`src/design/smpte_tc_pkg.sv`:
```
// ----------------------------------------------------------------------------
// SMPTE timecode counter package
// Widths, register indexes, rate mode codes, handshake structs and rate
// helpers shared by the counter modules.
// ----------------------------------------------------------------------------
package smpte_tc_pkg;

  localparam int unsigned CountW  = 14;
  localparam int unsigned DvdW    = 15;
  localparam int unsigned DivW    = 8;
  localparam int unsigned FrameW  = 6;
  localparam int unsigned SecW    = 6;
  localparam int unsigned MinW    = 6;
  localparam int unsigned HourW   = 5;
  localparam int unsigned AccW    = 15;
  localparam int unsigned StepW   = 4;
  localparam int unsigned ModeW   = 4;
  localparam int unsigned CfgIdxW = 2;
  localparam int unsigned CfgW    = 8;

  localparam logic [CfgIdxW-1:0] CfgRateMode = CfgIdxW'(0);
  localparam logic [CfgIdxW-1:0] CfgSubDiv   = CfgIdxW'(1);

  localparam logic [ModeW-1:0] Mode24     = ModeW'(0);
  localparam logic [ModeW-1:0] Mode2398   = ModeW'(1);
  localparam logic [ModeW-1:0] Mode25     = ModeW'(2);
  localparam logic [ModeW-1:0] Mode30     = ModeW'(3);
  localparam logic [ModeW-1:0] Mode30Df   = ModeW'(4);
  localparam logic [ModeW-1:0] Mode2997   = ModeW'(5);
  localparam logic [ModeW-1:0] Mode2997Df = ModeW'(6);
  localparam logic [ModeW-1:0] Mode60     = ModeW'(7);
  localparam logic [ModeW-1:0] Mode5994   = ModeW'(8);
  localparam logic [ModeW-1:0] Mode60Df   = ModeW'(9);
  localparam logic [ModeW-1:0] Mode5994Df = ModeW'(10);
  localparam logic [ModeW-1:0] Mode50     = ModeW'(11);

  localparam logic [SecW-1:0]  SecMax     = SecW'(59);
  localparam logic [MinW-1:0]  MinMax     = MinW'(59);
  localparam logic [HourW-1:0] HourMax    = HourW'(23);
  localparam logic [AccW-1:0]  DropFrames = AccW'(2);
  localparam logic [StepW-1:0] DivSteps   = StepW'(DvdW - 1);

  typedef struct packed {
    logic            start;
    logic [DvdW-1:0] dividend;
    logic [DivW-1:0] divisor;
  } div_req_t;

  typedef struct packed {
    logic            done;
    logic [DvdW-1:0] quotient;
    logic [DivW-1:0] remainder;
  } div_rsp_t;

  typedef struct packed {
    logic              start;
    logic [AccW-1:0]   frame_add;
    logic [FrameW-1:0] rate;
    logic              drops;
  } carry_req_t;

  typedef struct packed {
    logic              done;
    logic [HourW-1:0]  hours;
    logic [MinW-1:0]   minutes;
    logic [SecW-1:0]   seconds;
    logic [FrameW-1:0] frames;
  } carry_rsp_t;

  function automatic logic [FrameW-1:0] rate_of_mode(input logic [ModeW-1:0] mode);
    logic [FrameW-1:0] rate;
    unique case (mode)
      Mode25:                                  rate = FrameW'(25);
      Mode30, Mode30Df, Mode2997, Mode2997Df:  rate = FrameW'(30);
      Mode60, Mode5994, Mode60Df, Mode5994Df:  rate = FrameW'(60);
      Mode50:                                  rate = FrameW'(50);
      default:                                 rate = FrameW'(24);
    endcase
    return rate;
  endfunction

  function automatic logic mode_drops(input logic [ModeW-1:0] mode);
    return (mode == Mode30Df) || (mode == Mode2997Df) ||
           (mode == Mode60Df) || (mode == Mode5994Df);
  endfunction

  function automatic logic minute_is_tenth(input logic [MinW-1:0] m);
    return (m == MinW'(0))  || (m == MinW'(10)) || (m == MinW'(20)) ||
           (m == MinW'(30)) || (m == MinW'(40)) || (m == MinW'(50));
  endfunction

endpackage

```
`src/design/smpte_timecode_counter.sv`:
```
// ----------------------------------------------------------------------------
// SMPTE timecode counter
// Adds subframe or frame counts to an hh:mm:ss:ff.sf timecode with
// drop-frame support.
// Items pass through the divider, then the carry loop, which carries one
// second per cycle, then the output register. One item at a time: a new
// item is refused until the last result is loaded into the output register.
// The next item is taken while the last result waits in the output register.
// Reset: timecode zero, rate mode 0 (24 fps), subframe divisor 1.
// ----------------------------------------------------------------------------
module smpte_timecode_counter (
  input  logic                                clk_i,
  input  logic                                rst_ni,
  input  logic                                cfg_valid_i,
  output logic                                cfg_ready_o,
  input  logic [smpte_tc_pkg::CfgIdxW-1:0]    cfg_index_i,
  input  logic [smpte_tc_pkg::CfgW-1:0]       cfg_data_i,
  input  logic                                in_valid_i,
  output logic                                in_stall_o,
  input  logic [smpte_tc_pkg::CountW-1:0]     add_count_i,
  input  logic                                unit_is_frame_i,
  output logic                                out_valid_o,
  input  logic                                out_stall_i,
  output logic [smpte_tc_pkg::HourW-1:0]      hours_out_o,
  output logic [smpte_tc_pkg::MinW-1:0]       minutes_out_o,
  output logic [smpte_tc_pkg::SecW-1:0]       seconds_out_o,
  output logic [smpte_tc_pkg::FrameW-1:0]     frames_out_o,
  output logic [smpte_tc_pkg::DivW-1:0]       subframes_out_o,
  output logic                                drop_mode_o
);

  localparam logic [1:0] StIdle  = 2'd0;
  localparam logic [1:0] StDiv   = 2'd1;
  localparam logic [1:0] StCarry = 2'd2;
  localparam logic [1:0] StPush  = 2'd3;

  logic [1:0]                        state_q, state_d;
  logic [smpte_tc_pkg::ModeW-1:0]    rate_mode_q;
  logic [smpte_tc_pkg::DivW-1:0]     sub_div_q;
  logic [smpte_tc_pkg::DivW-1:0]     sub_q;
  logic [smpte_tc_pkg::CountW-1:0]   count_q;
  logic                              as_frames_q;
  logic                              out_valid_q;
  logic [smpte_tc_pkg::HourW-1:0]    hours_q;
  logic [smpte_tc_pkg::MinW-1:0]     minutes_q;
  logic [smpte_tc_pkg::SecW-1:0]     seconds_q;
  logic [smpte_tc_pkg::FrameW-1:0]   frames_q;
  logic [smpte_tc_pkg::DivW-1:0]     subframes_q;
  logic                              drop_q;
  logic                              in_beat;
  logic                              out_free;
  logic [smpte_tc_pkg::DivW-1:0]     div_eff;
  smpte_tc_pkg::div_req_t            div_req;
  smpte_tc_pkg::div_rsp_t            div_rsp;
  smpte_tc_pkg::carry_req_t          carry_req;
  smpte_tc_pkg::carry_rsp_t          carry_rsp;

  assign cfg_ready_o = 1'b1;
  assign in_stall_o  = state_q != StIdle;
  assign in_beat     = in_valid_i && !in_stall_o;
  assign out_free    = !out_valid_q || !out_stall_i;
  assign div_eff     = (sub_div_q == '0) ? smpte_tc_pkg::DivW'(1) : sub_div_q;

  always_comb begin
    div_req.start    = in_beat;
    div_req.divisor  = div_eff;
    div_req.dividend = unit_is_frame_i
                     ? smpte_tc_pkg::DvdW'(sub_q)
                     : smpte_tc_pkg::DvdW'(sub_q) + smpte_tc_pkg::DvdW'(add_count_i);

    carry_req.start     = (state_q == StDiv) && div_rsp.done;
    carry_req.frame_add = div_rsp.quotient
                        + (as_frames_q ? smpte_tc_pkg::AccW'(count_q) : '0);
    carry_req.rate      = smpte_tc_pkg::rate_of_mode(rate_mode_q);
    carry_req.drops     = smpte_tc_pkg::mode_drops(rate_mode_q);
  end

  always_comb begin
    state_d = state_q;
    unique case (state_q)
      StIdle:  if (in_beat)        state_d = StDiv;
      StDiv:   if (div_rsp.done)   state_d = StCarry;
      StCarry: if (carry_rsp.done) state_d = StPush;
      StPush:  if (out_free)       state_d = StIdle;
      default:                     state_d = StIdle;
    endcase
  end

  smpte_tc_div u_div (
    .clk_i  (clk_i),
    .rst_ni (rst_ni),
    .req_i  (div_req),
    .rsp_o  (div_rsp)
  );

  smpte_tc_carry u_carry (
    .clk_i  (clk_i),
    .rst_ni (rst_ni),
    .req_i  (carry_req),
    .rsp_o  (carry_rsp)
  );

  always_ff @(posedge clk_i or negedge rst_ni) begin
    if (!rst_ni) begin
      state_q     <= StIdle;
      rate_mode_q <= smpte_tc_pkg::Mode24;
      sub_div_q   <= smpte_tc_pkg::DivW'(1);
      sub_q       <= '0;
      out_valid_q <= 1'b0;
    end else begin
      state_q <= state_d;
      if (cfg_valid_i && cfg_ready_o) begin
        unique case (cfg_index_i)
          smpte_tc_pkg::CfgRateMode: rate_mode_q <= cfg_data_i[smpte_tc_pkg::ModeW-1:0];
          smpte_tc_pkg::CfgSubDiv:   sub_div_q   <= cfg_data_i;
          default: ;
        endcase
      end
      if (carry_req.start) begin
        sub_q <= div_rsp.remainder;
      end
      if (state_q == StPush && out_free) begin
        out_valid_q <= 1'b1;
      end else if (!out_stall_i) begin
        out_valid_q <= 1'b0;
      end
    end
  end

  always_ff @(posedge clk_i) begin
    if (in_beat) begin
      count_q     <= add_count_i;
      as_frames_q <= unit_is_frame_i;
    end
    if (state_q == StPush && out_free) begin
      hours_q     <= carry_rsp.hours;
      minutes_q   <= carry_rsp.minutes;
      seconds_q   <= carry_rsp.seconds;
      frames_q    <= carry_rsp.frames;
      subframes_q <= sub_q;
      drop_q      <= smpte_tc_pkg::mode_drops(rate_mode_q);
    end
  end

  assign out_valid_o     = out_valid_q;
  assign hours_out_o     = hours_q;
  assign minutes_out_o   = minutes_q;
  assign seconds_out_o   = seconds_q;
  assign frames_out_o    = frames_q;
  assign subframes_out_o = subframes_q;
  assign drop_mode_o     = drop_q;

endmodule

```
`src/design/smpte_tc_div.sv`:
```
// ----------------------------------------------------------------------------
// SMPTE timecode serial divider
// Restoring divider, one quotient bit per cycle, splitting a count into
// frames and the subframe remainder.
// ----------------------------------------------------------------------------
module smpte_tc_div (
  input  logic                   clk_i,
  input  logic                   rst_ni,
  input  smpte_tc_pkg::div_req_t req_i,
  output smpte_tc_pkg::div_rsp_t rsp_o
);

  logic [smpte_tc_pkg::DvdW-1:0]  dvd_q, dvd_d;
  logic [smpte_tc_pkg::DivW-1:0]  rem_q, rem_d;
  logic [smpte_tc_pkg::DivW-1:0]  dsr_q;
  logic [smpte_tc_pkg::StepW-1:0] cnt_q;
  logic                           busy_q;
  logic                           done_q;
  logic [smpte_tc_pkg::DivW:0]    trial;
  logic                           fits;

  always_comb begin
    trial = {rem_q, dvd_q[smpte_tc_pkg::DvdW-1]};
    fits  = trial >= {1'b0, dsr_q};
    rem_d = fits ? smpte_tc_pkg::DivW'(trial - {1'b0, dsr_q})
                 : trial[smpte_tc_pkg::DivW-1:0];
    dvd_d = {dvd_q[smpte_tc_pkg::DvdW-2:0], fits};
  end

  always_ff @(posedge clk_i or negedge rst_ni) begin
    if (!rst_ni) begin
      busy_q <= 1'b0;
      done_q <= 1'b0;
      cnt_q  <= '0;
    end else begin
      done_q <= !req_i.start && busy_q && (cnt_q == smpte_tc_pkg::DivSteps);
      if (req_i.start) begin
        busy_q <= 1'b1;
        cnt_q  <= '0;
      end else if (busy_q) begin
        cnt_q <= cnt_q + smpte_tc_pkg::StepW'(1);
        if (cnt_q == smpte_tc_pkg::DivSteps) begin
          busy_q <= 1'b0;
        end
      end
    end
  end

  always_ff @(posedge clk_i) begin
    if (req_i.start) begin
      dvd_q <= req_i.dividend;
      dsr_q <= req_i.divisor;
      rem_q <= '0;
    end else if (busy_q) begin
      dvd_q <= dvd_d;
      rem_q <= rem_d;
    end
  end

  assign rsp_o.done      = done_q;
  assign rsp_o.quotient  = dvd_q;
  assign rsp_o.remainder = rem_q;

endmodule

```
`src/design/smpte_tc_carry.sv`:
```
// ----------------------------------------------------------------------------
// SMPTE timecode carry sequencer
// Holds frames, seconds, minutes and hours; carries one second per cycle
// and applies the drop-frame rule at each minute boundary.
// ----------------------------------------------------------------------------
module smpte_tc_carry (
  input  logic                     clk_i,
  input  logic                     rst_ni,
  input  smpte_tc_pkg::carry_req_t req_i,
  output smpte_tc_pkg::carry_rsp_t rsp_o
);

  logic [smpte_tc_pkg::AccW-1:0]   acc_q, acc_d;
  logic [smpte_tc_pkg::SecW-1:0]   sec_q, sec_d;
  logic [smpte_tc_pkg::MinW-1:0]   min_q, min_d;
  logic [smpte_tc_pkg::HourW-1:0]  hour_q, hour_d;
  logic [smpte_tc_pkg::FrameW-1:0] rate_q;
  logic                            drops_q;
  logic                            busy_q;
  logic                            done_q;
  logic                            sec_wrap;
  logic                            min_wrap;
  logic                            drop;
  logic                            over;

  always_comb begin
    sec_wrap = sec_q == smpte_tc_pkg::SecMax;
    min_wrap = min_q == smpte_tc_pkg::MinMax;
    sec_d    = sec_wrap ? '0 : sec_q + smpte_tc_pkg::SecW'(1);
    min_d    = min_q;
    hour_d   = hour_q;
    if (sec_wrap) begin
      min_d = min_wrap ? '0 : min_q + smpte_tc_pkg::MinW'(1);
      if (min_wrap) begin
        hour_d = (hour_q == smpte_tc_pkg::HourMax) ? '0 : hour_q + smpte_tc_pkg::HourW'(1);
      end
    end
    drop  = drops_q && sec_wrap && !smpte_tc_pkg::minute_is_tenth(min_d);
    over  = acc_q >= smpte_tc_pkg::AccW'(rate_q);
    acc_d = acc_q - smpte_tc_pkg::AccW'(rate_q) + (drop ? smpte_tc_pkg::DropFrames : '0);
  end

  always_ff @(posedge clk_i or negedge rst_ni) begin
    if (!rst_ni) begin
      acc_q   <= '0;
      sec_q   <= '0;
      min_q   <= '0;
      hour_q  <= '0;
      rate_q  <= '0;
      drops_q <= 1'b0;
      busy_q  <= 1'b0;
      done_q  <= 1'b0;
    end else begin
      done_q <= !req_i.start && busy_q && !over;
      if (req_i.start) begin
        acc_q   <= acc_q + req_i.frame_add;
        rate_q  <= req_i.rate;
        drops_q <= req_i.drops;
        busy_q  <= 1'b1;
      end else if (busy_q) begin
        if (over) begin
          acc_q  <= acc_d;
          sec_q  <= sec_d;
          min_q  <= min_d;
          hour_q <= hour_d;
        end else begin
          busy_q <= 1'b0;
        end
      end
    end
  end

  assign rsp_o.done    = done_q;
  assign rsp_o.hours   = hour_q;
  assign rsp_o.minutes = min_q;
  assign rsp_o.seconds = sec_q;
  assign rsp_o.frames  = acc_q[smpte_tc_pkg::FrameW-1:0];

endmodule

```
`config.mk`:
```
export PLATFORM = sky130hd
export DESIGN_NAME = smpte_timecode_counter
export DESIGN_NICKNAME = d
export VERILOG_FILES = /design/src/design/smpte_tc_pkg.sv /design/src/design/smpte_timecode_counter.sv /design/src/design/smpte_tc_div.sv /design/src/design/smpte_tc_carry.sv
export SDC_FILE = /design/constraint.sdc
export NUM_CORES = 1
export LEC_CHECK = 0
export BUFFER_PORTS_ARGS = -buffer_cell sky130_fd_sc_hd__buf_4
export CAP_MARGIN = 5
export CORE_ASPECT_RATIO = 2
export CORE_MARGIN = 5
export CORE_UTILIZATION = 45
export DETAILED_ROUTE_END_ITERATION = 6
export PLACE_DENSITY = 0.73
export SLEW_MARGIN = 40
export SYNTH_ARGS = -nofsm -noshare
export SYNTH_HDL_FRONTEND = slang
export SYNTH_SLANG_ARGS = --single-unit
```
`constraint.sdc`:
```
create_clock -name clk_i -period 10 [get_ports clk_i]
set_clock_uncertainty 0.15 [all_clocks]
set_input_delay 1 -clock clk_i [delete_from_list [all_inputs] [get_ports clk_i]]
set_output_delay 1 -clock clk_i [all_outputs]
set_load 0.05 [all_outputs]
```
After elaboration in Yosys (flattened, before gate mapping). Memory sizes are Yosys's and may differ from the RTL's. A register that Yosys moved wholly into a read port is not among the register bits. Cells that the tools add are included.

Memories: 1. Logic and storage cells: 131. Output and inout bits: 35. Input bits: 30. ROM bits: 80. Flip-flop bits (word level): 148.

$lt $le $gt $ge: 2. Add/sub/neg operators: 10. Multiplexer cells: 28. Bitwise operators: 1. Eq/ne operators: 22. Reduce and logical (&&, ||, !) cells: 40.

Memories: (name not given) (depth 16, width 5, read ports 1, clocked after memory_dff 1, write ports 0, line smpte_tc_pkg.sv:72) `unique case (mode)`.

Operators with widths (count): two-way mux 15 bit (6); adder 15 bit (2); == test 6 bit, second input constant (4); two-way mux 6 bit (3); adder 15 x 14 -> 15 bit (1); adder 8 x 14 -> 15 bit (1); >= comparator 15 x 6 -> 1 bit (1); subtractor 15 x 6 -> 15 bit (1); two-way mux 14 bit (1); adder 6 x 1 -> 6 bit, second input constant (2); == test 4 bit, second input constant (3); == test 6 x 5 -> 1 bit, second input constant (2); two-way mux 2 bit (5); >= comparator 9 x 8 -> 1 bit (1); logical AND 1 bit (9); logical OR 1 bit (9); == test 4 x 3 -> 1 bit, second input constant (2); zero test 1 bit (8); zero test 8 bit (1); two-way mux 1 bit (8); two-way mux 4 bit (2); two-way mux 8 bit (1); one-hot mux 2 bit (4 select lines) (1); nonzero test 2 bit (4); other kinds (17) (25).

Depth between registers and ports, before layout.
Depth in word-level cells: 16. Gate-level depth with buffers: 20. Mapped depth without buffers: 20.

By module. A second synthesis with hierarchy kept.

Cells, all modules: 948. Area total of the unflattened synthesis: 9731.8 um^2.

By module, submodules not included: smpte_timecode_counter (area an instance 3933.8 um^2, cells each 337, sequential area each 1988.2 um^2, times used 1); smpte_tc_carry (area an instance 3781.1 um^2, cells each 440, sequential area each 1026.0 um^2, times used 1); smpte_tc_div (area an instance 2016.9 um^2, cells each 171, sequential area each 1001.0 um^2, times used 1).

Least setup slack after synthesis. OpenSTA, ideal clock, no wires.

Path type: register to register. From: register u_carry.min_q[0] (netlist bit). To: register u_carry.acc_q[9] (netlist bit). Stages on the path, launching flop included: 20. Slack: 5.841 ns. Period minus slack after synthesis: 4.159 ns. Arrival time: 3.875 ns. Setup time: 0.134 ns. Data required time: 9.716 ns. Path buffers: 0. Path through: dfrtp_1 ha_1 and3b_1 a21boi_0 o32a_1 o31ai_1 nand4_1 o2111ai_1 fa_1 inv_1 ha_1 inv_1 fa_1 nor2b_1 o311a_1 o21ai_0 o21ba_2 xor2_1 o211ai_1 o21ai_0.

Longest elaborated chain between the ends: 16. Elaborated cells between the ends (all ways): 22. Classes of those cells: add/sub (2); eq/ne (6); mux (6); reduce/logical (8).

Ends and longest elaborated chain: start: declaration (line smpte_tc_carry.sv:15) `logic [smpte_tc_pkg::MinW-1:0] min_q, min_d;`; start signal: assignment (line smpte_tc_carry.sv:64) `min_q <= min_d;`; adder 6 x 1 -> 6 bit / == test 6 bit (equally long branches) (line smpte_tc_carry.sv:33, smpte_tc_carry.sv:28); two-way mux 6 bit (line smpte_tc_carry.sv:33) `min_d = min_wrap ? '0 : min_q + smpte_tc_pkg::MinW'(1);`; two-way mux 6 bit (*) (line smpte_tc_carry.sv:32) `if (sec_wrap) begin`; == test 6 x 4 -> 1 bit / zero test 6 bit (equally long branches) (line smpte_tc_pkg.sv:88) `return (m == MinW'(0)) || (m == MinW'(10)) || (m == MinW'(20)) ||`; logical OR 1 bit (3 in series) (line smpte_tc_pkg.sv:88); logical OR 1 bit (line smpte_tc_pkg.sv:89) `(m == MinW'(30)) || (m == MinW'(40)) || (m == MinW'(50));`; logical OR 1 bit (*) (line smpte_tc_pkg.sv:89); zero test 1 bit (*) (line smpte_tc_carry.sv:38) `drop = drops_q && sec_wrap && !smpte_tc_pkg::minute_is_tenth(min_d);`; logical AND 1 bit (*) (line smpte_tc_carry.sv:38); two-way mux 2 bit (*) (line smpte_tc_carry.sv:40) `acc_d = acc_q - smpte_tc_pkg::AccW'(rate_q) + (drop ? smpte_tc_pkg::DropFrames : '0);`; adder 15 bit (*) (line smpte_tc_carry.sv:40); two-way mux 15 bit (*) (line smpte_tc_carry.sv:61) `if (over) begin`; two-way mux 15 bit (*) (line smpte_tc_carry.sv:60) `end else if (busy_q) begin`; two-way mux 15 bit (*) (line smpte_tc_carry.sv:55) `if (req_i.start) begin`; end signal: assignment (line smpte_tc_carry.sv:56) `acc_q <= acc_q + req_i.frame_add;`; end: declaration (line smpte_tc_carry.sv:13) `logic [smpte_tc_pkg::AccW-1:0] acc_q, acc_d;`.

Mark *: on every way between the ends. The rest lies on a longest branch, timed or not. The select of a mux whose other input is x is not followed. A chain may end at the register's enable or synchronous reset.

Worst setup path in the final report.
From: register u_carry.min_q[0] (netlist bit). To: register u_carry.acc_q[13] (netlist bit).

The elaborated chain is that of the path after synthesis.

==> flow_summary.rst <==
.. list-table::
   :header-rows: 1

   * - Metric
     - Value
   * - Vias in the first global route
     - 6,976
   * - Die Height
     - 208.1 microns
   * - Cell type group with the largest total delay on the critical path
     - compound AO/OA/AOI/OAI gates
   * - Clock Root Buffer
     - clkbuf_16
   * - Total vias in the final route
     - 6,557
   * - TNS Setup
     - 0 ns
   * - Weighted congestion at the end of routability-driven global placement
     - 0.8568
   * - Critical path fanouts, max
     - 7
   * - Endpoints failing hold
     - 0
   * - Cell accounting for the most synthesized area
     - edfxtp_1
   * - Row count
     - 72
   * - Clock insertion delay at the later pin of the skew report
     - 0.43 ns
   * - Pre-CTS setup slack
     - 5.268 ns
   * - CP max stage cell
     - dfrtp_1
   * - Most repeated cell in the gate-level netlist after synthesis
     - nand2_1
   * - Buffers from clock root to sink, at most
     - 2
   * - Count of TritonRoute iterations in the first routing pass
     - 5
   * - Clock transition at the register clock pins on the worst setup and hold paths after CTS
     - 0.07 ns
   * - Worst setup path start
     - u_carry.min_q[0]
   * - Gate Count Post-Synth
     - 848
   * - Placeable core region
     - 19,370 sq um
   * - Initial cell density of the core
     - 0.4557
   * - Most instantiated cells after synthesis
     - 90 x nand2_1, 70 x edfxtp_1, 69 x dfrtp_1, 69 x ha_1, 62 x inv_1
   * - Synth async-reset ratio
     - 0.4730
   * - P per Cell Area
     - 368.7 nW/um^2
   * - Start of the worst register-to-register path
     - u_carry.min_q[0]
   * - GRT Total Usage
     - 0.1890
   * - Register bit total from synthesis
     - 148
   * - Stages on worst setup path
     - 19
   * - Combined buffer and inverter count along the critical path
     - 2
   * - Detailed placement HPWL
     - 15.47 mm
   * - Initial antenna violation count
     - 0
   * - Max rail drop VDD
     - 0.0001952 V
   * - Overall overflow remaining after global route
     - 0
   * - Count of clock tree sinks
     - 148
   * - Cell Area, Synth
     - 8827 sq um
   * - Yosys warns
     - 0
   * - Number of hold buffers added after cts
     - 0
   * - Adder and majority cell fraction of the synthesized area
     - 0.1432
   * - FF/Latch Area
     - 4015 sq um
   * - Number of buffers inserted to repair setup after CTS
     - 0
   * - First-pass GRT wire length
     - 33.31 mm
   * - Most used flip-flop cell after synthesis
     - edfxtp_1
   * - Final wirelength
     - 20.14 mm
   * - Final setup fails
     - 0
   * - Relative slew slack
     - 0.4471
   * - CP startpoint kind
     - register
   * - Worst hold path depth
     - 0
   * - Initial DRC Count
     - 181
   * - Number of primary I/O pins
     - 65
   * - Leakage dissipation
     - 4.482 nW
   * - Min-Delay Path Class
     - register to register
   * - Maximum number of pins on one net before global-route repair
     - 71
   * - Drc violations
     - 0
   * - Max-capacitance violation count
     - 0
   * - Largest family of logic cells by synthesized area
     - compound AO/OA/AOI/OAI gates
   * - Time the worst path needs with I/O delays and setup
     - 4.743 ns
   * - Capturing element type of the critical path
     - register
   * - Synthesized-area fraction occupied by and/or/nand/nor cells
     - 0.1449
   * - Final period util
     - 0.4743
   * - Delay contributed by the slowest stage of the critical path
     - 0.45 ns
   * - Worst slew pin tran
     - 0.8294 ns
   * - Synth Area in XOR/XNOR
     - 0.04068
   * - Maximum level of the CTS H-tree
     - 4
   * - Post-route cell area
     - 10,180 sq um
   * - CP required
     - 10.14 ns
   * - Filler Cells Inserted
     - 1,703
   * - Total inserted antenna cells
     - 0
   * - Detailed-route vias per instance
     - 5.566
   * - Outcome
     - complete, no violations
   * - Crit-path cells
     - ha_1 -> and3b_1 -> a21boi_0 -> o32a_1 -> o31ai_1 -> nand4_1 -> o2111ai_1 -> fa_1 -> inv_1 -> ha_1 -> inv_1 -> fa_1 -> nor2b_1 -> o311a_1 -> o211ai_1 -> a31oi_1 -> xnor2_1 -> o211ai_1 -> o21ai_0
   * - Min setup slack post-route
     - 5.257 ns
   * - Multi-input combinational cell area
     - 4458 sq um
   * - Share of synthesized area occupied by flip-flops and latches
     - 0.4549
   * - Ranking of synthesized cells by area
     - edfxtp_1 24%, dfrtp_1 20%, ha_1 9.8%, fa_1 4.5%, nand2_1 3.8%
   * - Routed wire per std cell
     - 17.10 microns
   * - Synthesis-to-finish area growth
     - 15.34%
   * - Unrepaired setup endpoints after global routing
     - false
   * - Maximum operating frequency
     - 210.8 MHz
   * - Share of post-route cells with drive strength above 1
     - 0.1458
   * - Cells on worst reg2reg path
     - 19
   * - Clock buffers created by TritonCTS
     - 17
   * - Compound-gate portion of the synthesized area
     - 0.1449
   * - Pins Over Slew Limit
     - 0
   * - Antenna Nets Post-Route
     - 0
   * - Arrival @ worst endpoint
     - 4.89 ns
   * - Area enclosed by the die boundary
     - 22,690 sq um
   * - Number of gates resized after cts
     - 0
   * - Mux share of post-synthesis cell area
     - 0.02977
   * - Top-area cell type share of the netlist area
     - 0.2381
   * - Number of buffers added on ports
     - 63
   * - Yosys cell types
     - 69
   * - Hold path startpoint
     - u_carry.acc_q[0]
   * - Number of enable-type register cells in the synthesized netlist
     - 70
   * - Post-synthesis net count
     - 967
   * - TritonCTS clock tree
     - yes
   * - Die X
     - 109.0 microns
   * - Critical path class
     - register to register
   * - Post-place instance area
     - 9589 sq um
   * - Post-Syn Area per Cell
     - 10.41 sq um
   * - Number of nets in the final layout
     - 1,025
[final cells by class]
type                    count  area share
multi-input cells         605      0.4379
clock buffers              21     0.04326
flip-flops and latches    148      0.3944
well taps                 259     0.03183
inverters                  62     0.02286
repair buffers             72     0.05493
clock inverters            11     0.01487
[worst reg2reg max path: stages, from the launching register on]
cell	delay (ns)
dfrtp_1	0.45
ha_1	0.29
and3b_1	0.24
a21boi_0	0.13
o32a_1	0.39
o31ai_1	0.30
nand4_1	0.13
o2111ai_1	0.16
fa_1	0.44
inv_1	0.07
ha_1	0.19
inv_1	0.06
fa_1	0.37
nor2b_1	0.21
o311a_1	0.26
o211ai_1	0.19
a31oi_1	0.23
xnor2_1	0.08
o211ai_1	0.15
o21ai_0	0.10
[cell usage in the layout, fill, tap and decap left out, types with 9 or more instances in the layout]
cell        n
and2_1     15
clkbuf_16  17
nor3_1     16
o21ai_0    61
inv_1      62
dfrtp_1    69
fa_1       20
nand2b_1   11
xnor2_1    19
ha_1       69
nor2b_1    12
nor2_1     51
edfxtp_1   70
a21oi_1    39
a21o_1      9
nand3_1    22
nand2_1    90
a211oi_1    9
buf_4      69
xor2_1     22
mux2_2     18
[sequential cells by signal (all words and copies together), names as in the netlist, 8 cells and up]
register / flops
u_div.dvd_q: 15
count_q: 14
sub_div_q: 8
u_div.rem_q: 8
u_div.dsr_q: 8
sub_q: 8
u_carry.acc_q: 15
subframes_out_o: 8
[metal layers]
metal  share of wire  global-route usage  up-vias
met3           0.033             0.03350       72
met1            0.34              0.1758     3198
li1                -                   -     3138
met5               0                   0        -
met4           0.066              0.1255        0
met2            0.56              0.3575      149
[report_power, final]
group	internal (W)	switching, W
Clock	0.000395	0.000258
Sequential	0.000890	0.000187
Combinational	0.000849	0.00117
[stage by stage]
stage                     utilization  total power (W)  cells  hold WS (ns)
after floorplan                     -         0.002585    848        0.2696
after global placement         0.4933         0.003044   1144        0.3033
after detailed placement       0.4951         0.003106   1146        0.3122
after CTS                      0.5256         0.003776   1178        0.3226
after global routing           0.5256         0.004042   1178        0.3428
final                          0.5256         0.003754   1178        0.3215
[final timing paths]
| kind | to | slack (ns) |
|---|---|---|
| max in group asynchronous | u_carry.sec_q[0] | 8.76 |
| worst min register to register | frames_out_o[0] | 0.32 |
| worst max-delay path | u_carry.acc_q[13] | 5.26 |
| worst max register to register | u_carry.acc_q[13] | 5.26 |
| worst min-delay path | frames_out_o[0] | 0.32 |
| min in group asynchronous | u_carry.acc_q[12] | 0.42 |
[kinds of logic after synthesis]
kind of cell | count (synthesis)
multiplexers | 24
other | 1
buffers and inverters | 95
adder cells (fa/ha/maj) | 89
XOR/XNOR | 41
AND/OR/NAND/NOR | 256
AO/OA/AOI/OAI | 194
flip-flops | 148
Power figures use the tool's default switching activity.
